File: config.mk
export PLATFORM = sky130hd
export DESIGN_NAME = heading_hold_pid_drive
export DESIGN_NICKNAME = d
export VERILOG_FILES = /design/src/hw/rtl/hhpd_pkg.sv /design/src/hw/rtl/hhpd_ctrl.sv /design/src/hw/rtl/hhpd_wrap.sv /design/src/hw/rtl/hhpd_dp.sv /design/src/hw/rtl/heading_hold_pid_drive.sv
export SDC_FILE = /design/constraint.sdc
export NUM_CORES = 1
export LEC_CHECK = 0
export BUFFER_PORTS_ARGS = -buffer_cell sky130_fd_sc_hd__buf_4
export CAP_MARGIN = 20
export CORE_UTILIZATION = 40
export CTS_CLUSTER_DIAMETER = 60
export DETAILED_ROUTE_END_ITERATION = 12
export PLACE_DENSITY = 0.64
export SYNTH_ARGS = -nofsm -noshare
export SYNTH_HDL_FRONTEND = slang
export SYNTH_SLANG_ARGS = --single-unit
File: constraint.sdc
create_clock -name clk -period 8 [get_ports clk]
set_input_delay 1.6 -clock clk [delete_from_list [all_inputs] [get_ports clk]]
set_output_delay 1.6 -clock clk [all_outputs]
set_load 0.02 [all_outputs]
File: src/hw/rtl/hhpd_pkg.sv
// ----------------------------------------------------------------------------
// hhpd_pkg: shared types and constants of the heading-hold drive controller
// Request and result layouts, register map, sequencer states and the fixed
// constants of the angle wrap and the turn accumulator.
// ----------------------------------------------------------------------------
package hhpd_pkg;

	localparam int unsigned CFG_W     = 16;
	localparam int unsigned CFG_IDX_W = 3;

	// Register map
	typedef enum logic [CFG_IDX_W-1:0] {
		CFG_P_GAIN     = 3'd0,
		CFG_I_GAIN     = 3'd1,
		CFG_D_GAIN     = 3'd2,
		CFG_LOOP_SCALE = 3'd3,
		CFG_SMOOTHING  = 3'd4
	} cfg_idx_t;

	localparam logic [CFG_W-1:0] P_GAIN_RST     = 16'd256;
	localparam logic [CFG_W-1:0] I_GAIN_RST     = 16'd13;
	localparam logic [CFG_W-1:0] D_GAIN_RST     = 16'd512;
	localparam logic [CFG_W-1:0] LOOP_SCALE_RST = 16'd66;
	localparam logic [CFG_W-1:0] SMOOTHING_RST  = 16'd32768;

	typedef struct packed {
		logic [CFG_W-1:0] p_gain;
		logic [CFG_W-1:0] i_gain;
		logic [CFG_W-1:0] d_gain;
		logic [CFG_W-1:0] loop_scale;
		logic [CFG_W-1:0] smoothing_gain;
	} cfg_t;

	// Request kinds
	localparam logic KIND_STEP  = 1'b0;
	localparam logic KIND_CLEAR = 1'b1;

	typedef struct packed {
		logic               kind;
		logic signed [23:0] target_angle;
		logic signed [23:0] heading;
		logic signed [19:0] turn_rate;
		logic signed [15:0] drive_demand;
	} req_t;

	typedef struct packed {
		logic signed [15:0] left_drive;
		logic signed [15:0] right_drive;
		logic signed [15:0] turn_power;
	} rsp_t;

	// Datapath widths
	localparam int unsigned REM_W  = 25;
	localparam int unsigned ERR_W  = 18;
	localparam int unsigned ACC_W  = 50;
	localparam int unsigned ACCC_W = 42;
	localparam int unsigned PROD_W = 58;
	localparam int unsigned LAG_W  = 35;

	// Angle constants, 1/256 degree
	localparam logic [REM_W-1:0]        ANGLE_FULL = 25'd92160;
	localparam logic [REM_W-1:0]        WRAP_BIAS  = 25'd23592960; // 256 full turns
	localparam logic signed [ERR_W-1:0] ERR_FULL   = 18'sd92160;
	localparam logic signed [ERR_W-1:0] ERR_HALF   = 18'sd46080;

	localparam logic signed [ACC_W-1:0] ACC_LIMIT = 50'sh100_0000_0000;

	// Sequencer
	typedef enum logic [2:0] {
		ST_IDLE,
		ST_WRAP,
		ST_INTEG,
		ST_MAC,
		ST_SCALE,
		ST_POST,
		ST_CLEAR,
		ST_DONE
	} state_t;

	typedef struct packed {
		logic       load;
		logic       wrap_step;
		logic       integ;
		logic       mac_step;
		logic       scale_step;
		logic       post;
		logic       clear;
		logic [3:0] bit_idx;
	} ctrl_t;

	// Full turn scaled by a power of two, for the restoring wrap steps
	function automatic logic [REM_W-1:0] wrap_mod(input logic [2:0] k);
		logic [REM_W-1:0] m;
		m = ANGLE_FULL << k;
		return m;
	endfunction

endpackage

File: src/hw/rtl/hhpd_ctrl.sv
// ----------------------------------------------------------------------------
// hhpd_ctrl: step sequencer
// Walks a step request through wrap, integrate, multiply-accumulate, scale
// and post phases, a clear through a clear phase, with a shared bit counter.
// ----------------------------------------------------------------------------
module hhpd_ctrl import hhpd_pkg::*; (
	input  logic  clk,
	input  logic  arst_n,
	input  logic  accept,
	input  logic  kind,
	input  logic  out_free,
	output ctrl_t ctrl,
	output logic  busy,
	output logic  res_load
);

	state_t     state_q, state_d;
	logic [3:0] cnt_q, cnt_d;

	always_ff @(posedge clk or negedge arst_n) begin
		if (!arst_n) begin
			state_q <= ST_IDLE;
			cnt_q   <= '0;
		end else begin
			state_q <= state_d;
			cnt_q   <= cnt_d;
		end
	end

	always_comb begin
		state_d = state_q;
		case (state_q)
			ST_IDLE: begin
				if (accept) begin
					state_d = (kind == KIND_CLEAR) ? ST_CLEAR : ST_WRAP;
				end
			end
			ST_WRAP: begin
				if (cnt_q == 4'd7) begin
					state_d = ST_INTEG;
				end
			end
			ST_INTEG: state_d = ST_MAC;
			ST_MAC: begin
				if (cnt_q == 4'd15) begin
					state_d = ST_SCALE;
				end
			end
			ST_SCALE: begin
				if (cnt_q == 4'd15) begin
					state_d = ST_POST;
				end
			end
			ST_POST:  state_d = ST_DONE;
			ST_CLEAR: state_d = ST_DONE;
			ST_DONE: begin
				if (out_free) begin
					state_d = ST_IDLE;
				end
			end
			default: state_d = ST_IDLE;
		endcase
		// restart the bit counter on every phase change
		cnt_d = (state_d != state_q) ? 4'd0 : cnt_q + 4'd1;
	end

	always_comb begin
		ctrl            = '0;
		ctrl.load       = (state_q == ST_IDLE) && accept;
		ctrl.wrap_step  = (state_q == ST_WRAP);
		ctrl.integ      = (state_q == ST_INTEG);
		ctrl.mac_step   = (state_q == ST_MAC);
		ctrl.scale_step = (state_q == ST_SCALE);
		ctrl.post       = (state_q == ST_POST);
		ctrl.clear      = (state_q == ST_CLEAR);
		ctrl.bit_idx    = ~cnt_q;
		busy            = (state_q != ST_IDLE);
		res_load        = (state_q == ST_DONE) && out_free;
	end

endmodule

File: src/hw/rtl/hhpd_wrap.sv
// ----------------------------------------------------------------------------
// hhpd_wrap: heading error wrap
// Reduces target minus heading modulo a full turn with one restoring
// compare-subtract per cycle, then folds into (-180, +180] degrees.
// ----------------------------------------------------------------------------
module hhpd_wrap import hhpd_pkg::*; (
	input  logic                     clk,
	input  ctrl_t                    ctrl,
	input  logic signed [23:0]       target_angle,
	input  logic signed [23:0]       heading,
	output logic signed [ERR_W-1:0]  err
);

	logic [REM_W-1:0]        rem_q;
	logic signed [25:0]      diff;
	logic [REM_W-1:0]        m;
	logic signed [ERR_W-1:0] rem_s;

	assign diff = 26'(target_angle) - 26'(heading);
	assign m    = wrap_mod(ctrl.bit_idx[2:0]);

	always_ff @(posedge clk) begin
		if (ctrl.load) begin
			// bias negative differences by whole turns so the remainder starts positive
			rem_q <= diff[25] ? diff[REM_W-1:0] + WRAP_BIAS : diff[REM_W-1:0];
		end else if (ctrl.wrap_step && (rem_q >= m)) begin
			rem_q <= rem_q - m;
		end
	end

	assign rem_s = {1'b0, rem_q[ERR_W-2:0]};
	assign err   = (rem_s > ERR_HALF) ? rem_s - ERR_FULL : rem_s;

endmodule

File: src/hw/rtl/hhpd_dp.sv
// ----------------------------------------------------------------------------
// hhpd_dp: controller datapath
// Saturating integrator, bit-serial PID and lag multipliers, loop scaling
// and the side mix of the drive commands.
// ----------------------------------------------------------------------------
module hhpd_dp import hhpd_pkg::*; (
	input  logic                    clk,
	input  logic                    arst_n,
	input  ctrl_t                   ctrl,
	input  cfg_t                    cfg,
	input  req_t                    req,
	input  logic signed [ERR_W-1:0] err,
	output rsp_t                    result
);

	logic signed [19:0]       rate_q;
	logic signed [15:0]       demand_q;
	logic signed [ERR_W-1:0]  err_q;
	logic signed [31:0]       sum_q;
	logic signed [15:0]       smooth_q;
	logic signed [15:0]       turn_q;
	logic signed [ACC_W-1:0]  acc_q;
	logic signed [LAG_W-1:0]  lag_q;
	logic signed [PROD_W-1:0] prod_q;

	logic signed [32:0]       sum_ext;
	logic signed [31:0]       sum_sat;
	logic signed [ACC_W-1:0]  p_term, i_term, d_term;
	logic signed [16:0]       lag_diff;
	logic signed [LAG_W-1:0]  lag_term;
	logic signed [ACCC_W-1:0] acc_clamp;
	logic signed [PROD_W-1:0] prod_term;
	logic signed [PROD_W-1:0] prod_rnd;
	logic signed [40:0]       turn_full;
	logic signed [15:0]       turn_sat;
	logic signed [LAG_W-1:0]  lag_rnd;
	logic signed [18:0]       lag_q16;
	logic signed [19:0]       smooth_full;
	logic signed [15:0]       smooth_sat;
	logic signed [17:0]       left_full, right_full;

	// integrator, saturating at the 32-bit limits
	always_comb begin
		sum_ext = 33'(sum_q) + 33'(err);
		if (sum_ext[32] != sum_ext[31]) begin
			sum_sat = sum_ext[32] ? 32'sh8000_0000 : 32'sh7fff_ffff;
		end else begin
			sum_sat = sum_ext[31:0];
		end
	end

	// one gain bit per cycle, most significant first
	always_comb begin
		p_term    = cfg.p_gain[ctrl.bit_idx] ? ACC_W'(err_q) : '0;
		i_term    = cfg.i_gain[ctrl.bit_idx] ? ACC_W'(sum_q) : '0;
		d_term    = cfg.d_gain[ctrl.bit_idx] ? ACC_W'(rate_q) : '0;
		lag_diff  = 17'(demand_q) - 17'(smooth_q);
		lag_term  = cfg.smoothing_gain[ctrl.bit_idx] ? LAG_W'(lag_diff) : '0;
		if (acc_q > ACC_LIMIT) begin
			acc_clamp = ACCC_W'(ACC_LIMIT);
		end else if (acc_q < -ACC_LIMIT) begin
			acc_clamp = ACCC_W'(-ACC_LIMIT);
		end else begin
			acc_clamp = ACCC_W'(acc_q);
		end
		prod_term = cfg.loop_scale[ctrl.bit_idx] ? PROD_W'(acc_clamp) : '0;
	end

	// round to nearest, ties up, then clamp turn and lag update
	always_comb begin
		prod_rnd  = prod_q + PROD_W'(65536);
		turn_full = 41'(prod_rnd >>> 17);
		if (turn_full > 41'sd32767) begin
			turn_sat = 16'sh7fff;
		end else if (turn_full < -41'sd32768) begin
			turn_sat = 16'sh8000;
		end else begin
			turn_sat = turn_full[15:0];
		end
		lag_rnd     = lag_q + LAG_W'(32768);
		lag_q16     = 19'(lag_rnd >>> 16);
		smooth_full = 20'(smooth_q) + 20'(lag_q16);
		if (smooth_full > 20'sd32767) begin
			smooth_sat = 16'sh7fff;
		end else if (smooth_full < -20'sd32768) begin
			smooth_sat = 16'sh8000;
		end else begin
			smooth_sat = smooth_full[15:0];
		end
	end

	always_ff @(posedge clk or negedge arst_n) begin
		if (!arst_n) begin
			sum_q    <= '0;
			smooth_q <= '0;
		end else if (ctrl.clear) begin
			sum_q    <= '0;
			smooth_q <= '0;
		end else begin
			if (ctrl.integ) begin
				sum_q <= sum_sat;
			end
			if (ctrl.post) begin
				smooth_q <= smooth_sat;
			end
		end
	end

	always_ff @(posedge clk) begin
		if (ctrl.load) begin
			rate_q   <= req.turn_rate;
			demand_q <= req.drive_demand;
		end
		if (ctrl.integ) begin
			err_q  <= err;
			acc_q  <= '0;
			lag_q  <= '0;
			prod_q <= '0;
		end
		if (ctrl.mac_step) begin
			acc_q <= (acc_q <<< 1) + p_term + i_term - d_term;
			lag_q <= (lag_q <<< 1) + lag_term;
		end
		if (ctrl.scale_step) begin
			prod_q <= (prod_q <<< 1) + prod_term;
		end
		if (ctrl.post) begin
			turn_q <= turn_sat;
		end else if (ctrl.clear) begin
			turn_q <= '0;
		end
	end

	// side mix
	always_comb begin
		left_full  = 18'(turn_q) - 18'(smooth_q);
		right_full = 18'(smooth_q) + 18'(turn_q);
		result.turn_power = turn_q;
		if (left_full > 18'sd32767) begin
			result.left_drive = 16'sh7fff;
		end else if (left_full < -18'sd32768) begin
			result.left_drive = 16'sh8000;
		end else begin
			result.left_drive = left_full[15:0];
		end
		if (right_full > 18'sd32767) begin
			result.right_drive = 16'sh7fff;
		end else if (right_full < -18'sd32768) begin
			result.right_drive = 16'sh8000;
		end else begin
			result.right_drive = right_full[15:0];
		end
	end

endmodule

File: src/hw/rtl/heading_hold_pid_drive.sv
// ----------------------------------------------------------------------------
// heading_hold_pid_drive: heading-hold PID controller for a two-sided drive
// Wraps the heading error, integrates it, forms the scaled PID turn power,
// smooths the drive demand and mixes both into left and right commands.
//
//   channel  | handshake             | payload
//   ---------+-----------------------+--------------------------------------
//   req      | req_valid / req_stall | req_data  (kind, angles, rate, demand)
//   rsp      | rsp_valid / rsp_stall | rsp_data  (left, right, turn power)
//   cfg      | cfg_we                | cfg_index, cfg_data (no read-back)
//
// A control request runs from acceptance to a loaded result through 8 wrap
// steps, 1 integrate, 16 PID bit steps and 16 loop-scale bit steps (one gain
// bit per cycle), 1 round and 1 output load; a clear request runs a clear
// step and an output load. A new request is taken only once the previous
// one has left the sequencer. Reset restores the register defaults and
// zeroes the integrator and the drive filter. A new request is taken while a
// result waits under rsp_stall; that request holds in its last cycle until
// the output register frees up.
// ----------------------------------------------------------------------------
module heading_hold_pid_drive import hhpd_pkg::*; (
	input  logic                 clk,
	input  logic                 arst_n,
	input  logic                 cfg_we,
	input  logic [CFG_IDX_W-1:0] cfg_index,
	input  logic [CFG_W-1:0]     cfg_data,
	input  logic                 req_valid,
	output logic                 req_stall,
	input  req_t                 req_data,
	output logic                 rsp_valid,
	input  logic                 rsp_stall,
	output rsp_t                 rsp_data
);

	cfg_t                    cfg_q;
	ctrl_t                   ctrl;
	logic                    busy;
	logic                    res_load;
	logic                    accept;
	logic                    out_free;
	logic signed [ERR_W-1:0] err;
	rsp_t                    result;
	logic                    rsp_valid_q;
	rsp_t                    rsp_data_q;

	// register file; writes past the map drop
	always_ff @(posedge clk or negedge arst_n) begin
		if (!arst_n) begin
			cfg_q.p_gain         <= P_GAIN_RST;
			cfg_q.i_gain         <= I_GAIN_RST;
			cfg_q.d_gain         <= D_GAIN_RST;
			cfg_q.loop_scale     <= LOOP_SCALE_RST;
			cfg_q.smoothing_gain <= SMOOTHING_RST;
		end else if (cfg_we) begin
			case (cfg_idx_t'(cfg_index))
				CFG_P_GAIN:     cfg_q.p_gain         <= cfg_data;
				CFG_I_GAIN:     cfg_q.i_gain         <= cfg_data;
				CFG_D_GAIN:     cfg_q.d_gain         <= cfg_data;
				CFG_LOOP_SCALE: cfg_q.loop_scale     <= cfg_data;
				CFG_SMOOTHING:  cfg_q.smoothing_gain <= cfg_data;
				default: ;
			endcase
		end
	end

	// one request in flight; stall while the sequencer is busy
	assign req_stall = busy;
	assign accept    = req_valid && !req_stall;
	assign out_free  = !rsp_valid_q || !rsp_stall;

	hhpd_ctrl u_ctrl (
		.clk      (clk),
		.arst_n   (arst_n),
		.accept   (accept),
		.kind     (req_data.kind),
		.out_free (out_free),
		.ctrl     (ctrl),
		.busy     (busy),
		.res_load (res_load)
	);

	hhpd_wrap u_wrap (
		.clk          (clk),
		.ctrl         (ctrl),
		.target_angle (req_data.target_angle),
		.heading      (req_data.heading),
		.err          (err)
	);

	hhpd_dp u_dp (
		.clk    (clk),
		.arst_n (arst_n),
		.ctrl   (ctrl),
		.cfg    (cfg_q),
		.req    (req_data),
		.err    (err),
		.result (result)
	);

	// output register: load when free, drop valid once taken
	always_ff @(posedge clk or negedge arst_n) begin
		if (!arst_n) begin
			rsp_valid_q <= 1'b0;
		end else if (res_load) begin
			rsp_valid_q <= 1'b1;
		end else if (!rsp_stall) begin
			rsp_valid_q <= 1'b0;
		end
	end

	always_ff @(posedge clk) begin
		if (res_load) begin
			rsp_data_q <= result;
		end
	end

	assign rsp_valid = rsp_valid_q;
	assign rsp_data  = rsp_data_q;

endmodule

### Word-level counts from Yosys, hierarchy flattened

Cells that the tools add are included.

* add/subtract/negate cells: 17
* order comparisons: 13
* eq/ne operators: 16
* shifts and indexed selects: 1
* multiplexer cells: 51
* bitwise operators: 1
* reductions and logical operators: 22

Operators with widths (number)
* 50-bit 2-to-1 mux: 5
* 58-bit 2-to-1 mux: 3
* 16-bit 2-to-1 mux: 10
* 32-bit 2-to-1 mux: 4
* 35-bit 2-to-1 mux: 3
* 50-bit adder: 2
* 42-bit 2-to-1 mux: 2
* 25-bit 2-to-1 mux: 3
* 58-bit by 18-bit adder with 58-bit output, second input constant: 1
* 58-bit adder: 1
* 50-bit by 42-bit > comparator with 1-bit output, second input constant: 1
* 50-bit by 41-bit < comparator with 1-bit output, second input constant: 1
* 50-bit subtractor: 1
* 41-bit by 16-bit > comparator with 1-bit output, second input constant: 1
* 41-bit by 16-bit < comparator with 1-bit output, second input constant: 1
* 18-bit by 16-bit > comparator with 1-bit output, second input constant: 2
* 18-bit by 16-bit < comparator with 1-bit output, second input constant: 2
* 35-bit by 17-bit adder with 35-bit output, second input constant: 1
* 35-bit adder: 1
* 16-bit by 16-bit subtractor with 17-bit output: 2
* 32-bit by 18-bit adder with 33-bit output: 1
* 25-bit adder, second input constant: 1
* 25-bit greater-or-equal comparator: 1
* 17-bit by 3-bit left shift with 25-bit output, first input constant: 1
* other kinds (33): 70

* flip-flop bits (word level): 422
* input bits: 109
* output and inout bits: 50
* word-level logic and storage cells: 142

### Depth between registers and ports, before layout

* word-level depth: 8
* mapped depth: 23
* gate-level depth less buffers: 23

### Modules after synthesis

From an unflattened synthesis, not the netlist that was laid out.

* cell total of the unflattened synthesis: 3652
* area total of the unflattened synthesis: 35165.0 µm²

Modules (own cells, without submodules)
* hhpd_dp: instances 1, cells each 2951, area each 26620.5 µm²
* heading_hold_pid_drive: instances 1, cells each 225, area each 4566.9 µm²
* hhpd_wrap: instances 1, cells each 414, area each 3412.0 µm²
* hhpd_ctrl: instances 1, cells each 62, area each 565.5 µm²

### Least setup slack after synthesis

OpenSTA, ideal clock, no wires.

* kind: reg-to-reg
* start point: register u_ctrl.cnt_q[0]
* end point: register u_wrap.rem_q[10], enable pin
* arrival: 6.549 ns
* required time: 7.478 ns
* path slack: 0.929 ns
* cell stages (with the launch flop): 17
* cell sequence: dfrtp_1 > buf_2 > buf_2 > buf_2 > inv_1 > ha_1 > nand2_1 > ha_1 > o21a_1 > o21a_1 > o21a_1 > o2111ai_1 > nand3b_1 > o31a_1 > a21o_1 > a41oi_1 > a2111oi_0

* cells in the longest elaborated chain, start to end: 5

Ends and longest elaborated chain
* start: declaration: line hhpd_ctrl.sv:18 `logic [3:0] cnt_q, cnt_d;`
* start signal: assignment: line hhpd_ctrl.sv:26 `cnt_q <= cnt_d;`
* 4-bit inverter: line hhpd_ctrl.sv:76 `ctrl.bit_idx = ~cnt_q;`
* 17-bit by 3-bit left shift with 25-bit output: line hhpd_pkg.sv:94 `m = ANGLE_FULL << k;`
* 25-bit greater-or-equal comparator: line hhpd_wrap.sv:26 `end else if (ctrl.wrap_step && (rem_q >= m)) begin`
* 1-bit logical AND: line hhpd_wrap.sv:26
* 2-bit nonzero test (no source line)
* end signal: assignment: line hhpd_wrap.sv:25 `rem_q <= diff[25] ? diff[REM_W-1:0] + WRAP_BIAS : diff[REM_W-1:0];`
* end signal: assignment: line hhpd_wrap.sv:27 `rem_q <= rem_q - m;`
* end: declaration: line hhpd_wrap.sv:14 `logic [REM_W-1:0] rem_q;`

Every way passes these cells.
A chain may end at the register's enable or synchronous reset.

### Final worst setup path

* start point: register u_ctrl.cnt_q[0]
* end point: register u_dp.acc_q[47], data pin

* cells in the longest elaborated chain, start to end: 8
* elaborated cells between the ends (all ways): 14

Ends and longest elaborated chain
* 4-bit inverter (*): line hhpd_ctrl.sv:76
* 1-bit binary-select mux with 4-bit select: line hhpd_dp.sv:54 `p_term = cfg.p_gain[ctrl.bit_idx] ? ACC_W'(err_q) : '0;`
* 1-bit 2-to-1 mux (not written as such): line hhpd_dp.sv:54
* 50-bit 2-to-1 mux: line hhpd_dp.sv:54
* 50-bit adder (2 in a row): line hhpd_dp.sv:121 `acc_q <= (acc_q <<< 1) + p_term + i_term - d_term;`
* 50-bit subtractor (*): line hhpd_dp.sv:121
* 50-bit 2-to-1 mux (*): line hhpd_dp.sv:120 `if (ctrl.mac_step) begin`
* end signal: assignment: line hhpd_dp.sv:121
* end: declaration: line hhpd_dp.sv:22 `logic signed [ACC_W-1:0] acc_q;`

Mark *: on every way between the ends. The rest lies on a longest branch, timed or not. The select of a mux whose other input is x is not followed.

==> key figures <==
Floorplan
  • I/O pin count: between 150 and 200
  • Total core area: 84,100 µm²
  • DIE HEIGHT: approximately 290 µm
  • Row count: roughly 110
  • Die Wd: 294 µm
  • Die ar.: around 86,000 µm²
  • Starting Density: 0.406

Timing
  • Period Utilization, post-route: 0.836
  • Min Tclk post-route: between 6 and 7 ns
  • Clock Skews: 0.0400 ns
  • Fin. Hold Viols: 0
  • RSZ-0062 raised after global routing: false
  • Setup TNS: 0 ns
  • Max Fclk: around 150 MHz
  • Fin. max-slew vios: 0
  • Least-Margin Pin Slew: between 1 and 1.5 ns
  • Max_slew headroom: 0.324
  • Final setup vio count: 0
  • Final worst slack: ~1.3 ns

Placed design
  • Pre-CTS setup slack: roughly 1.3 ns
  • PortBufs: roughly 160
  • GP Congestion: between 0.9 and 1
  • Hpwl dp: approximately 66 mm

CTS
  • Post_cts resized: 0
  • Clock sinks: around 420
  • Reg clk slew, reported paths: approximately 0.060 ns
  • H-tree depth: 2
  • TritonCTS clock tree: built
  • CTS Hold Bufs: 0
  • Clock Tree Buf Depth: 3
  • CTS root buffer: clkbuf_16
  • Worst-Skew Late Latency: roughly 0.65 ns
  • CTS Buf Count: 55
  • Postcts setup bufs: 0

Yosys
  • #FFs+latches synth: around 420
  • Most used flip-flop cell after synthesis: edfxtp_1
  • Async S/R FF share, synth: 0.322
  • Synthesized area: around 34,000 µm²
  • Leading area contributor after synthesis: edfxtp_1
  • Multiplexer share of the synthesized area: 0.0482
  • Adder-cell share of the synthesized area: 0.159
  • Distinct cell type count after synthesis: ~110
  • Post-synthesis sequential area ratio: 0.352
  • Complex-gate fraction of the synthesized area: 0.173
  • Post-synth top area share: 0.252
  • Mapped Cells: about 3.6k
  • Simple-gate share of the synthesized area: 0.159
  • EDFF count, synth: around 290
  • Largest family of logic cells by synthesized area: compound AO/OA/AOI/OAI gates
  • Yosys Warn Count: 0
  • Area share of xor/xnor cells in the synthesized design: 0.0668
  • Synth Area per Inst: roughly 9.6 µm²
  • Syn nets: roughly 4k
  • Synth top area cells: edfxtp_1 (25%), ha_1 (11%), dfrtp_1 (9.4%)

Layout
  • Final core occ: 0.459
  • Synthesis-to-layout area growth: 13.2%
  • Number of diodes: 0
  • Share of layout cells above drive strength 1: 0.128
  • Nets@finish: 4,198
  • Most common cell after layout, fill and taps aside: nor2_1
  • Most frequent cells in the layout: nor2_1 (317), ha_1 (292), edfxtp_1 (286)
  • Layout fillers: approximately 8k

Detailed routing
  • DR DRC count: 0
  • Drt first pass iters: 5
  • Initial DRC count: 1,727
  • Vias per inst: 5.44
  • Wire length per cell: approximately 17 µm
  • Via count: 26.6k
  • Final Routed Wirelength: 85.4 mm
  • ANT nets after route: 0

Setup path
  • RR Startpoint: u_ctrl.cnt_q[0]
  • Critical Path End Type: flop
  • Worst-path cell chain: buf_4 > mux4_2 > mux4_2 > buf_4 > and2_1 > fa_1 > inv_1 > fa_1 > inv_1 > ha_1 > nand4_1 > nor2_1 > nand2_1 > o311ai_1 > o21ai_0 > a311oi_2 > a21oi_1 > o41ai_1 > xnor2_1 > nor2_1
  • Crit path kind: reg2reg
  • CP startpoint kind: flop
  • Worst path slowest cell: mux4_2
  • R2r endpoint: u_dp.acc_q[47]
  • Worst R2R Path Depth: 20
  • Reg2Reg Setup Slack: between 1 and 1.5 ns
  • WP data required: around 8.4 ns
  • Highest net fanout along the worst path: 21
  • Crit-path max cell delay: 0.64 ns
  • Worst Path Arrival: ~7.1 ns

Global routing
  • Vias in the first global route: between 20k and 30k
  • Gr usage total: 0.197
  • GRT overflow: 0
  • Initial antenna violation count: 3
  • Global-route wire length before repair: between 100 and 150 mm
  • Largest net degree at the start of global routing: 89

Worst hold path
  • Hold EP: u_dp.sum_q[15]
  • Hold depth: 2
  • Min-delay src: u_dp.sum_q[15]
  • Hold Path Class: reg2reg

Job
  • Maxcap violations: 0

Status
  • Status: finished clean
## state kept, by name, indices dropped and copies added (netlist names), 4 cells and up
signal         count
cfg_q             80
rsp_data          48
u_ctrl.cnt_q       4
u_dp.acc_q        50
u_dp.demand_q     16
u_dp.err_q        18
u_dp.lag_q        35
u_dp.prod_q       58
u_dp.rate_q       20
u_dp.smooth_q     16
u_dp.sum_q        32
u_dp.turn_q       16
u_wrap.rem_q      25
## per-layer routing
| metal | up-vias | GRT usage | part of all wire |
|---|---|---|---|
| met2 | 565 | 0.334 | 0.48 |
| met4 | 2 | 0.0619 | 0.030 |
| li1 | 13199 | - | - |
| met5 | - | 0 | 0.00015 |
| met3 | 132 | 0.0265 | 0.046 |
| met1 | 12688 | 0.259 | 0.45 |
## synth_stat cells, types with 10 or more instances
library cell,number
and4_1,11
nor2b_1,27
a21o_1,105
edfxtp_1,286
a31oi_1,29
nand4_1,37
a211o_1,11
o2111ai_1,10
nor2_1,317
mux4_2,24
o31ai_1,22
and3_1,39
nand2_1,266
mux2_2,83
o21bai_1,33
nor3_1,73
a221o_1,17
inv_1,282
o21ai_0,200
dfrtp_1,128
a21oi_1,218
a211oi_1,41
buf_2,13
mux2i_1,17
xor2_1,113
nand3_1,72
nand2b_1,53
nor4_1,29
and2_1,109
o21a_1,47
o211ai_1,14
xnor2_1,147
or2_2,10
clkbuf_1,69
fa_1,88
or3_1,18
o21ai_2,10
ha_1,292
## worst max-delay path, delay by kind of cell, from the launching register on
family	cells	cell delay, ns
xor+xnor	1	0.16
compound gates	5	1.59
mux	2	1.20
buf+inv	4	0.75
flops	1	0.62
fa+ha+maj	3	1.37
simple gates	5	0.71
## through the flow
step / hold WS (ns) / std cells / cell area [µm²]
6_report: 0.495 / 4889 / 38600
5_1_grt: 0.512 / 4889 / 38600
4_1_cts: 0.501 / 4888 / 38600
3_5_place_dp: 0.488 / 4785 / 36600
3_3_place_gp: 0.482 / 4785 / 36600
2_1_floorplan: 0.457 / 3553 / 34100
## logic make-up after synthesis
logic type / count (synthesis)
AO/OA/AOI/OAI: 887
flip-flops: 422
AND/OR/NAND/NOR: 1105
adder cells (fa/ha/maj): 381
buffers and inverters: 374
XOR/XNOR: 260
multiplexers: 124
## worst max path at each step
stage | start | endpoint | slack [ns]
3_3_place_gp | u_ctrl.cnt_q[0] | u_dp.acc_q[47] | 1.34
4_1_cts | u_ctrl.cnt_q[0] | u_dp.acc_q[47] | 1.28
2_1_floorplan | u_ctrl.cnt_q[0] | u_wrap.rem_q[10] | 0.93
6_report | u_ctrl.cnt_q[0] | u_dp.acc_q[47] | 1.31
5_1_grt | u_ctrl.cnt_q[0] | u_dp.acc_q[43] | 0.82
3_5_place_dp | u_ctrl.cnt_q[0] | u_dp.acc_q[47] | 1.27
## area by class of cell
class                           count  area [µm²]  share of cell area
Sequential cell                   422       12000               0.311
Multi-Input combinational cell   2757       20700               0.537
Inverter                          282        1060              0.0274
Clock inverter                     34         429              0.0111
Timing Repair Buffer              191        1440              0.0372
Clock buffer                       69        1540              0.0399
Tap cell                         1134        1420              0.0368
Power is left out: the tool's default activity adds up to more than one toggle a clock period on the data nets, which glitch-free logic cannot reach.
